**src/hdl/nlsc_pkg.sv**
```systemverilog
// shared types, constants and byte table for the nal length to start code converter
`timescale 1ns / 1ps

package nlsc_pkg;

    localparam int unsigned BYTE_W   = 8;
    localparam int unsigned LEN_W    = 32;
    localparam int unsigned FS_W     = 3;
    localparam int unsigned SEEN_W   = 3;
    localparam int unsigned IDX_W    = 4;

    localparam logic [FS_W-1:0] FS_RESET = 3'd4;

    // positions in the combined per-item byte list
    localparam logic [IDX_W-1:0] IDX_AUD_FIRST = 4'd0;
    localparam logic [IDX_W-1:0] IDX_AUD_LAST  = 4'd5;
    localparam logic [IDX_W-1:0] IDX_SC_FIRST  = 4'd6;
    localparam logic [IDX_W-1:0] IDX_SC_LAST   = 4'd8;
    localparam logic [IDX_W-1:0] IDX_PAY       = 4'd9;

    localparam logic [BYTE_W-1:0] AUD_NAL_TYPE = 8'h09;
    localparam logic [BYTE_W-1:0] AUD_PAYLOAD  = 8'hE0;

    typedef enum logic [1:0] {
        PH_LENGTH  = 2'd0,
        PH_PAYLOAD = 2'd1,
        PH_DROP    = 2'd2
    } phase_t;

    // what one accepted item produces
    typedef struct packed {
        logic              aud;
        logic              sc;
        logic              pay;
        logic [BYTE_W-1:0] data;
    } desc_t;

    // byte at a position of the list: delimiter, start code, payload
    function automatic logic [BYTE_W-1:0] list_byte(input logic [IDX_W-1:0] idx,
                                                   input logic [BYTE_W-1:0] data);
        logic [BYTE_W-1:0] b;
        b = '0;
        case (idx)
            4'd3:    b = 8'h01;
            4'd4:    b = AUD_NAL_TYPE;
            4'd5:    b = AUD_PAYLOAD;
            4'd8:    b = 8'h01;
            4'd9:    b = data;
            default: b = '0;
        endcase
        return b;
    endfunction

endpackage

```
**src/hdl/nlsc_parse.sv**
```systemverilog
// sample parser: length field tracking, drop decision and item descriptor register
`timescale 1ns / 1ps

module nlsc_parse
    import nlsc_pkg::*;
(
    input  logic              clk,
    input  logic              rst_n,
    input  logic              cfg_wr_en,
    input  logic [FS_W-1:0]   cfg_wr_data,
    input  logic              in_valid,
    output logic              in_ready,
    input  logic [BYTE_W-1:0] in_byte,
    input  logic              first_of_sample,
    input  logic [LEN_W-1:0]  sample_length,
    output logic              desc_valid,
    input  logic              desc_ready,
    output desc_t             desc
);

    logic [FS_W-1:0]   fs_reg;
    phase_t            phase_reg,   phase_next;
    logic [LEN_W-1:0]  acc_reg,     acc_next;
    logic [SEEN_W-1:0] seen_reg,    seen_next;
    logic [LEN_W-1:0]  pay_left_reg, pay_left_next;
    logic [LEN_W-1:0]  smp_left_reg, smp_left_next;
    logic              desc_valid_reg, desc_valid_next;
    desc_t             desc_reg,    desc_next;

    logic              accept;
    logic              fs_ok;
    logic              emit_sc;
    logic              emit_pay;
    logic [LEN_W-1:0]  sl;
    logic [LEN_W-1:0]  acc_shift;
    logic [SEEN_W-1:0] seen_inc;

    assign in_ready   = !desc_valid_reg || desc_ready;
    assign accept     = in_valid && in_ready;
    assign desc_valid = desc_valid_reg;
    assign desc       = desc_reg;

    assign fs_ok = (fs_reg == 3'd1) || (fs_reg == 3'd2) || (fs_reg == 3'd4);

    always_comb
    begin
        phase_next    = phase_reg;
        acc_next      = acc_reg;
        seen_next     = seen_reg;
        pay_left_next = pay_left_reg;
        sl            = smp_left_reg;
        emit_sc       = 1'b0;
        emit_pay      = 1'b0;

        if (first_of_sample)
        begin
            sl            = sample_length;
            phase_next    = PH_LENGTH;
            acc_next      = '0;
            seen_next     = '0;
            pay_left_next = '0;
        end

        acc_shift     = {acc_next[LEN_W-BYTE_W-1:0], in_byte};
        seen_inc      = seen_next + 3'd1;
        smp_left_next = sl;

        if (sl != '0)
        begin
            smp_left_next = sl - 32'd1;
            case (phase_next)
                PH_LENGTH:
                begin
                    if (seen_next == '0 && (!fs_ok || sl < {{(LEN_W-FS_W){1'b0}}, fs_reg}))
                    begin
                        phase_next = PH_DROP;
                    end
                    else
                    begin
                        acc_next  = acc_shift;
                        seen_next = seen_inc;
                        if (seen_inc == fs_reg)
                        begin
                            if (acc_shift > smp_left_next)
                            begin
                                phase_next = PH_DROP;
                            end
                            else
                            begin
                                emit_sc       = 1'b1;
                                pay_left_next = acc_shift;
                                phase_next    = (acc_shift == '0) ? PH_LENGTH : PH_PAYLOAD;
                                acc_next      = '0;
                                seen_next     = '0;
                            end
                        end
                    end
                end
                PH_PAYLOAD:
                begin
                    emit_pay      = 1'b1;
                    pay_left_next = pay_left_next - 32'd1;
                    if (pay_left_next == '0)
                    begin
                        phase_next = PH_LENGTH;
                        acc_next   = '0;
                        seen_next  = '0;
                    end
                end
                default:
                begin
                    // dropping: the byte is consumed silently
                end
            endcase
        end

        desc_next.aud  = first_of_sample;
        desc_next.sc   = emit_sc;
        desc_next.pay  = emit_pay;
        desc_next.data = in_byte;

        desc_valid_next = desc_valid_reg && !desc_ready;
        if (accept)
        begin
            desc_valid_next = first_of_sample || emit_sc || emit_pay;
        end
    end

    always_ff @(posedge clk or negedge rst_n)
    begin
        if (!rst_n)
        begin
            fs_reg         <= FS_RESET;
            phase_reg      <= PH_LENGTH;
            acc_reg        <= '0;
            seen_reg       <= '0;
            pay_left_reg   <= '0;
            smp_left_reg   <= '0;
            desc_valid_reg <= 1'b0;
        end
        else
        begin
            if (cfg_wr_en)
            begin
                fs_reg <= cfg_wr_data;
            end
            if (accept)
            begin
                phase_reg    <= phase_next;
                acc_reg      <= acc_next;
                seen_reg     <= seen_next;
                pay_left_reg <= pay_left_next;
                smp_left_reg <= smp_left_next;
            end
            desc_valid_reg <= desc_valid_next;
        end
    end

    always_ff @(posedge clk)
    begin
        if (accept)
        begin
            desc_reg <= desc_next;
        end
    end

    a_no_sc_with_payload: assert property (@(posedge clk) disable iff (!rst_n)
        desc_valid_reg |-> !(desc_reg.sc && desc_reg.pay))
        else $error("start code and payload byte in one item");

    a_payload_count_live: assert property (@(posedge clk) disable iff (!rst_n)
        phase_reg == PH_PAYLOAD |-> pay_left_reg != '0)
        else $error("payload phase with nothing left");

    a_desc_held: assert property (@(posedge clk) disable iff (!rst_n)
        desc_valid_reg && !desc_ready |=> desc_valid_reg && $stable(desc_reg))
        else $error("descriptor lost while waiting");

endmodule

```
**src/hdl/nlsc_serial.sv**
```systemverilog
// output serializer: walks a descriptor byte by byte onto the master stream
`timescale 1ns / 1ps

module nlsc_serial
    import nlsc_pkg::*;
(
    input  logic              clk,
    input  logic              rst_n,
    input  logic              desc_valid,
    output logic              desc_ready,
    input  desc_t             desc,
    output logic              out_valid,
    input  logic              out_ready,
    output logic [BYTE_W-1:0] out_byte,
    output logic              run_last
);

    desc_t            cur_reg;
    logic             cur_valid_reg, cur_valid_next;
    logic [IDX_W-1:0] idx_reg,       idx_next;
    logic [IDX_W-1:0] end_idx;
    logic [IDX_W-1:0] start_idx;
    logic [IDX_W-1:0] step_idx;
    logic             load;
    logic             at_end;

    assign end_idx   = cur_reg.pay ? IDX_PAY : (cur_reg.sc ? IDX_SC_LAST : IDX_AUD_LAST);
    assign at_end    = (idx_reg == end_idx);
    assign start_idx = desc.aud ? IDX_AUD_FIRST : (desc.sc ? IDX_SC_FIRST : IDX_PAY);
    assign step_idx  = (idx_reg == IDX_AUD_LAST && !cur_reg.sc) ? IDX_PAY : idx_reg + 4'd1;

    assign desc_ready = !cur_valid_reg || (out_ready && at_end);
    assign load       = desc_valid && desc_ready;

    assign out_valid = cur_valid_reg;
    assign out_byte  = list_byte(idx_reg, cur_reg.data);
    assign run_last  = at_end;

    always_comb
    begin
        cur_valid_next = cur_valid_reg;
        idx_next       = idx_reg;
        if (load)
        begin
            cur_valid_next = 1'b1;
            idx_next       = start_idx;
        end
        else if (cur_valid_reg && out_ready)
        begin
            if (at_end)
            begin
                cur_valid_next = 1'b0;
            end
            else
            begin
                idx_next = step_idx;
            end
        end
    end

    always_ff @(posedge clk or negedge rst_n)
    begin
        if (!rst_n)
        begin
            cur_valid_reg <= 1'b0;
            idx_reg       <= IDX_AUD_FIRST;
        end
        else
        begin
            cur_valid_reg <= cur_valid_next;
            idx_reg       <= idx_next;
        end
    end

    always_ff @(posedge clk)
    begin
        if (load)
        begin
            cur_reg <= desc;
        end
    end

    a_idx_range: assert property (@(posedge clk) disable iff (!rst_n)
        cur_valid_reg |-> idx_reg <= IDX_PAY)
        else $error("byte index out of range");

    a_aud_part: assert property (@(posedge clk) disable iff (!rst_n)
        cur_valid_reg && idx_reg <= IDX_AUD_LAST |-> cur_reg.aud)
        else $error("delimiter byte without delimiter request");

    a_sc_part: assert property (@(posedge clk) disable iff (!rst_n)
        cur_valid_reg && idx_reg >= IDX_SC_FIRST && idx_reg <= IDX_SC_LAST |-> cur_reg.sc)
        else $error("start code byte without start code request");

endmodule

```
**src/hdl/nal_length_to_start_code.sv**
```systemverilog
// top level: length-prefixed sample bytes in, start-code framed bytes out
`timescale 1ns / 1ps
// result path: a descriptor registered in the parser is loaded into the serializer
// throughput: one input item per cycle while items give at most one byte each and
//   the output does not stall; items that open a sample give 6 delimiter bytes (9 with
//   a start code), a length byte completing a field gives 3, on one output byte lane
// reset: rst_n asynchronous active low; field size returns to 4, parser to length phase,
//   all counters and valid flags cleared

module nal_length_to_start_code
    import nlsc_pkg::*;
(
    input  logic        clk,
    input  logic        rst_n,

    // configuration: length_field_size
    input  logic        cfg_wr_en,
    input  logic [2:0]  cfg_wr_data,

    // input stream
    input  logic        s_axis_tvalid,
    output logic        s_axis_tready,
    input  logic [39:0] s_axis_tdata,   // [7:0] in_byte, [39:8] sample_length
    input  logic        s_axis_tuser,   // [0] first_of_sample

    // output stream
    output logic        m_axis_tvalid,
    input  logic        m_axis_tready,
    output logic [7:0]  m_axis_tdata,   // [7:0] out_byte
    output logic        m_axis_tlast    // last byte caused by one input item
);

    // descriptor handoff between parser and serializer
    logic  desc_valid;
    logic  desc_ready;
    desc_t desc;

    // parser: tracks length fields and sample bytes, registers a descriptor per emitting item
    nlsc_parse u_parse (
        .clk             (clk),
        .rst_n           (rst_n),
        .cfg_wr_en       (cfg_wr_en),
        .cfg_wr_data     (cfg_wr_data),
        .in_valid        (s_axis_tvalid),
        .in_ready        (s_axis_tready),
        .in_byte         (s_axis_tdata[7:0]),
        .first_of_sample (s_axis_tuser),
        .sample_length   (s_axis_tdata[39:8]),
        .desc_valid      (desc_valid),
        .desc_ready      (desc_ready),
        .desc            (desc)
    );

    // serializer: expands delimiter, start code and payload byte onto the output
    nlsc_serial u_serial (
        .clk        (clk),
        .rst_n      (rst_n),
        .desc_valid (desc_valid),
        .desc_ready (desc_ready),
        .desc       (desc),
        .out_valid  (m_axis_tvalid),
        .out_ready  (m_axis_tready),
        .out_byte   (m_axis_tdata),
        .run_last   (m_axis_tlast)
    );

endmodule
```
**config.mk**
```make
export PLATFORM = sky130hd
export DESIGN_NAME = nal_length_to_start_code
export DESIGN_NICKNAME = d
export VERILOG_FILES = /design/src/hdl/nlsc_pkg.sv /design/src/hdl/nlsc_parse.sv /design/src/hdl/nlsc_serial.sv /design/src/hdl/nal_length_to_start_code.sv
export SDC_FILE = /design/constraint.sdc
export NUM_CORES = 1
export LEC_CHECK = 0
export BUFFER_PORTS_ARGS = -buffer_cell sky130_fd_sc_hd__buf_2
export CORE_AREA = 2 2 153 155
export CTS_CLUSTER_SIZE = 8
export DETAILED_ROUTE_END_ITERATION = 12
export DIE_AREA = 0 0 155 157
export GPL_TIMING_DRIVEN = 1
export HOLD_SLACK_MARGIN = 0.12
export PLACE_DENSITY = 0.6
export SYNTH_ARGS = -nofsm -noshare
export SYNTH_HDL_FRONTEND = slang
export SYNTH_SLANG_ARGS = --single-unit
```
**constraint.sdc**
```tcl
create_clock -name clk -period 9.31 [get_ports clk]
set_input_delay 0.931 -clock clk [delete_from_list [all_inputs] [get_ports clk]]
set_output_delay 0.931 -clock clk [all_outputs]
set_load 0.005 [all_outputs]
```
==> metrics.yaml <==
clock_tree:
  clock-sinks: 123
  htree_levels: 4
  cts_buffers: 17
  clock_path_buffers: 2
  postCtsHoldBufs: 0
  cts-root-buf: "clkbuf_16"
  clk-insertion-delay-late_ps: 430
  clkTransAtPathRegs_ps: 70
  cts_setup_buffers: 0
  tritoncts: "built"
  cts_resized: 0
sta:
  fin_crit_sh_pct: 75.46
  holdWs_ps: 418.0
  slew_violations: 0
  finalSetupViolations: 0
  worst_pin_slew_ps: 1069
  layout_min_cycle_time_ps: 7025
  relSlewSlack_pct: 28.56
  clock.fmax_mhz: 142.4
  hold_violations: 0
  rsz0062_at_grt: "no"
  tns_ps: 0
  fin_skew_ps: 11.43
synthesis:
  ys_ff_latch: 123
  synth_nets: 1240
  async_reset_ff_share_pct: 82.93
  yosysWarnings: 0
  netlist_area_sq_um: 9557
  synth-seq-area-share_pct: 33.32
  yosysUniqueCellTypes: 91
  avgSynthCellArea_sq_um: 8.325
  synth_cells: 1148
  synth_ff_type: "dfrtp_1"
  synth-edff-count: 21
place:
  hpwl_um: 22120
  port_buffers: 59
  place_congestion: 0.9887
global_routing:
  grt_pass1_vias: 8690
  grtUsageTotal_pct: 26.34
  antenna_found_initial: 1
  grt_start_max_net_pins: 77
  grt_pass1_wl_um: 49710
  grt-ovfl-total: 0
critical_path:
  ff2ff_setup_slack_ps: 2760
  critPathRequiredTime_ps: 9650
  critical_path_class: "in -> reg"
  arrival_ps: 7370
  end_kind: "flip-flop"
  crit_fanout: 76
  start_kind: "primary input"
routing:
  m1WireLength_um: 13740
  drc: 0
  first_pass_iters: 5
  viasPerCell: 6.292
  drtAntennaViolNets: 0
  first_iter_violations: 1123
  wl_per_cell_um: 21.35
  top_layer_used: "met4"
  wl_met3_um: 2400
  vias: 9262
  totalWireLength_um: 31430
  wl_met2_um: 14100
outcome:
  outcome: "finished clean"
floorplan:
  ios: 60
  die_y_um: 157
  coreArea_sq_um: 22500
  start_util_pct: 42.47
  rows: 55
  fp.dieW_um: 155
  dieArea_sq_um: 24340
power_and_ir_drop:
  power_density_nw_per_um2: 266.7
  ir_drop_mv: 0.1316
  p_leak_nw: 4.303
layout:
  final_nets: 1266
  seq_area_sq_um: 3184
  fill_cells: 2226
  multi_input_area_sq_um: 5941
  n_antenna_cell: 0
  drive_above_1_share_pct: 12.89
  syn_to_final_growth_pct: 11.18
hold_path:
  hold_path_class: "reg -> reg"
flow_run:
  maxCapViolations: 0
metrics by stage:
stage | utilization [%] | instances | setup slack [ps] | total power [mW] | cell area (sq um)
2_1_floorplan | - | 1148 | 2030 | 1.757 | 9557
5_1_grt | 47.22 | 1472 | 1704 | 3.026 | 10630
4_1_cts | 47.22 | 1472 | 2427 | 2.818 | 10630
3_5_place_dp | 44.60 | 1440 | 1994 | 2.123 | 10040
6_report | 47.22 | 1472 | 2285 | 2.833 | 10630
3_3_place_gp | 44.60 | 1440 | 2139 | 2.110 | 10040
cells by family (layout without fill, tap and decap cells):
family | Yosys count | in the layout | synth area share [%]
and+or+nand+nor | 445 | 445 | 23.97
muxes | 39 | 39 | 4.203
AOI/OAI and AO/OA | 344 | 344 | 23.67
buffers and inverters | 104 | 143 | 4.622
adders and majority gates | 43 | 43 | 5.630
xor gates and xnor gates | 50 | 50 | 4.582
DFF | 123 | 123 | 33.32
worst max-delay path, stage by stage:
cell      delay (ps)
buf_4            250
buf_4            720
a21oi_1          200
or4_1            660
nor4_4           480
and2_1           300
nand2b_1         100
xnor2_1          140
mux2i_1          120
ha_1             360
nand4_1          130
nor4_1           560
nand2_1          170
a211oi_2         410
nand3_1          760
o21ai_0          740
nand2_1          100
a22oi_1          200
routing by layer:
layer	global-route usage, %	vias to the layer above
li1	-	4331
met1	35.41	4451
met2	40.85	402
met3	5.672	78
met4	11.73	0
met5	0	-
cells in the final DEF, fill, tap and decap left out, drive strengths merged, types with 5 or more instances in the layout:
| cell type | count |
|---|---|
| nor3 | 45 |
| o21a | 5 |
| a22oi | 14 |
| edfxtp | 21 |
| o211ai | 11 |
| nand4 | 18 |
| xnor2 | 27 |
| or2 | 6 |
| buf | 75 |
| nor4 | 34 |
| nor2 | 86 |
| o2bb2ai | 6 |
| o22ai | 5 |
| mux2i | 30 |
| dfrtp | 101 |
| xor2 | 23 |
| inv | 43 |
| nand3 | 30 |
| nor2b | 31 |
| ha | 43 |
| and3 | 9 |
| or4 | 7 |
| a32oi | 5 |
| a211oi | 9 |
| o221ai | 6 |
| clkbuf | 18 |
| o21ai | 99 |
| nor3b | 12 |
| o311a | 5 |
| nand2 | 130 |
| and2 | 7 |
| a21oi | 98 |
| mux2 | 9 |
| a31oi | 9 |
| o31ai | 18 |
| or3 | 11 |
| nand2b | 5 |
| o31a | 5 |
final cells by class:
cell class              instances  area share, %
repair buffers                 75          3.957
clock buffers                  18          4.039
clock inverters                14          1.496
flip-flops and latches        123          29.97
multi-input cells             921          55.91
well taps                     285          3.356
inverters                      36          1.272
cells in the mapped netlist (all sizes together), types with 6 or more instances:
cell | n | area share, %
nand2 | 130 | 5.1
dfrtp | 101 | 26
o21ai | 99 | 5.4
a21oi | 98 | 5.4
nor2 | 86 | 3.4
clkbuf | 45 | 1.8
nor3 | 45 | 2.5
ha | 43 | 5.6
inv | 36 | 1.4
nor4 | 34 | 2.8
nor2b | 31 | 2.0
mux2i | 30 | 3.1
nand3 | 30 | 1.7
xnor2 | 27 | 2.5
buf | 23 | 1.4
xor2 | 23 | 2.1
edfxtp | 21 | 6.6
nand4 | 18 | 1.2
o31ai | 18 | 1.4
a22oi | 14 | 1.1
nor3b | 12 | 1.0
o211ai | 11 | 0.86
or3 | 11 | 0.72
a211oi | 9 | 0.76
a31oi | 9 | 0.59
and3 | 9 | 0.59
mux2 | 9 | 1.1
and2 | 7 | 0.46
or4 | 7 | 0.55
o221ai | 6 | 0.55
o2bb2ai | 6 | 0.55
or2 | 6 | 0.39
worst paths after layout:
path,start,to,depth (start not counted)
worst max register to register,u_parse.smp_left_reg[0]$_DFFE_PN0P_,u_parse.pay_left_reg[30]$_DFFE_PN0P_,16
worst min-delay path,u_parse.desc[3]$_DFFE_PP_,u_serial.cur_reg[3]$_DFFE_PP_,0
worst min register to register,u_parse.desc[3]$_DFFE_PP_,u_serial.cur_reg[3]$_DFFE_PP_,0
worst max-delay path,s_axis_tuser,u_parse.pay_left_reg[30]$_DFFE_PN0P_,18
min in group asynchronous,rst_n,u_parse.smp_left_reg[12]$_DFFE_PN0P_,1
max in group asynchronous,rst_n,u_parse.smp_left_reg[27]$_DFFE_PN0P_,2
report_power, final:
| group | switching [mW] | internal [mW] |
|---|---|---|
| Combinational | 0.776 | 0.442 |
| Sequential | 0.218 | 0.719 |
| Clock | 0.279 | 0.400 |
(Power assumes the default switching activity.)
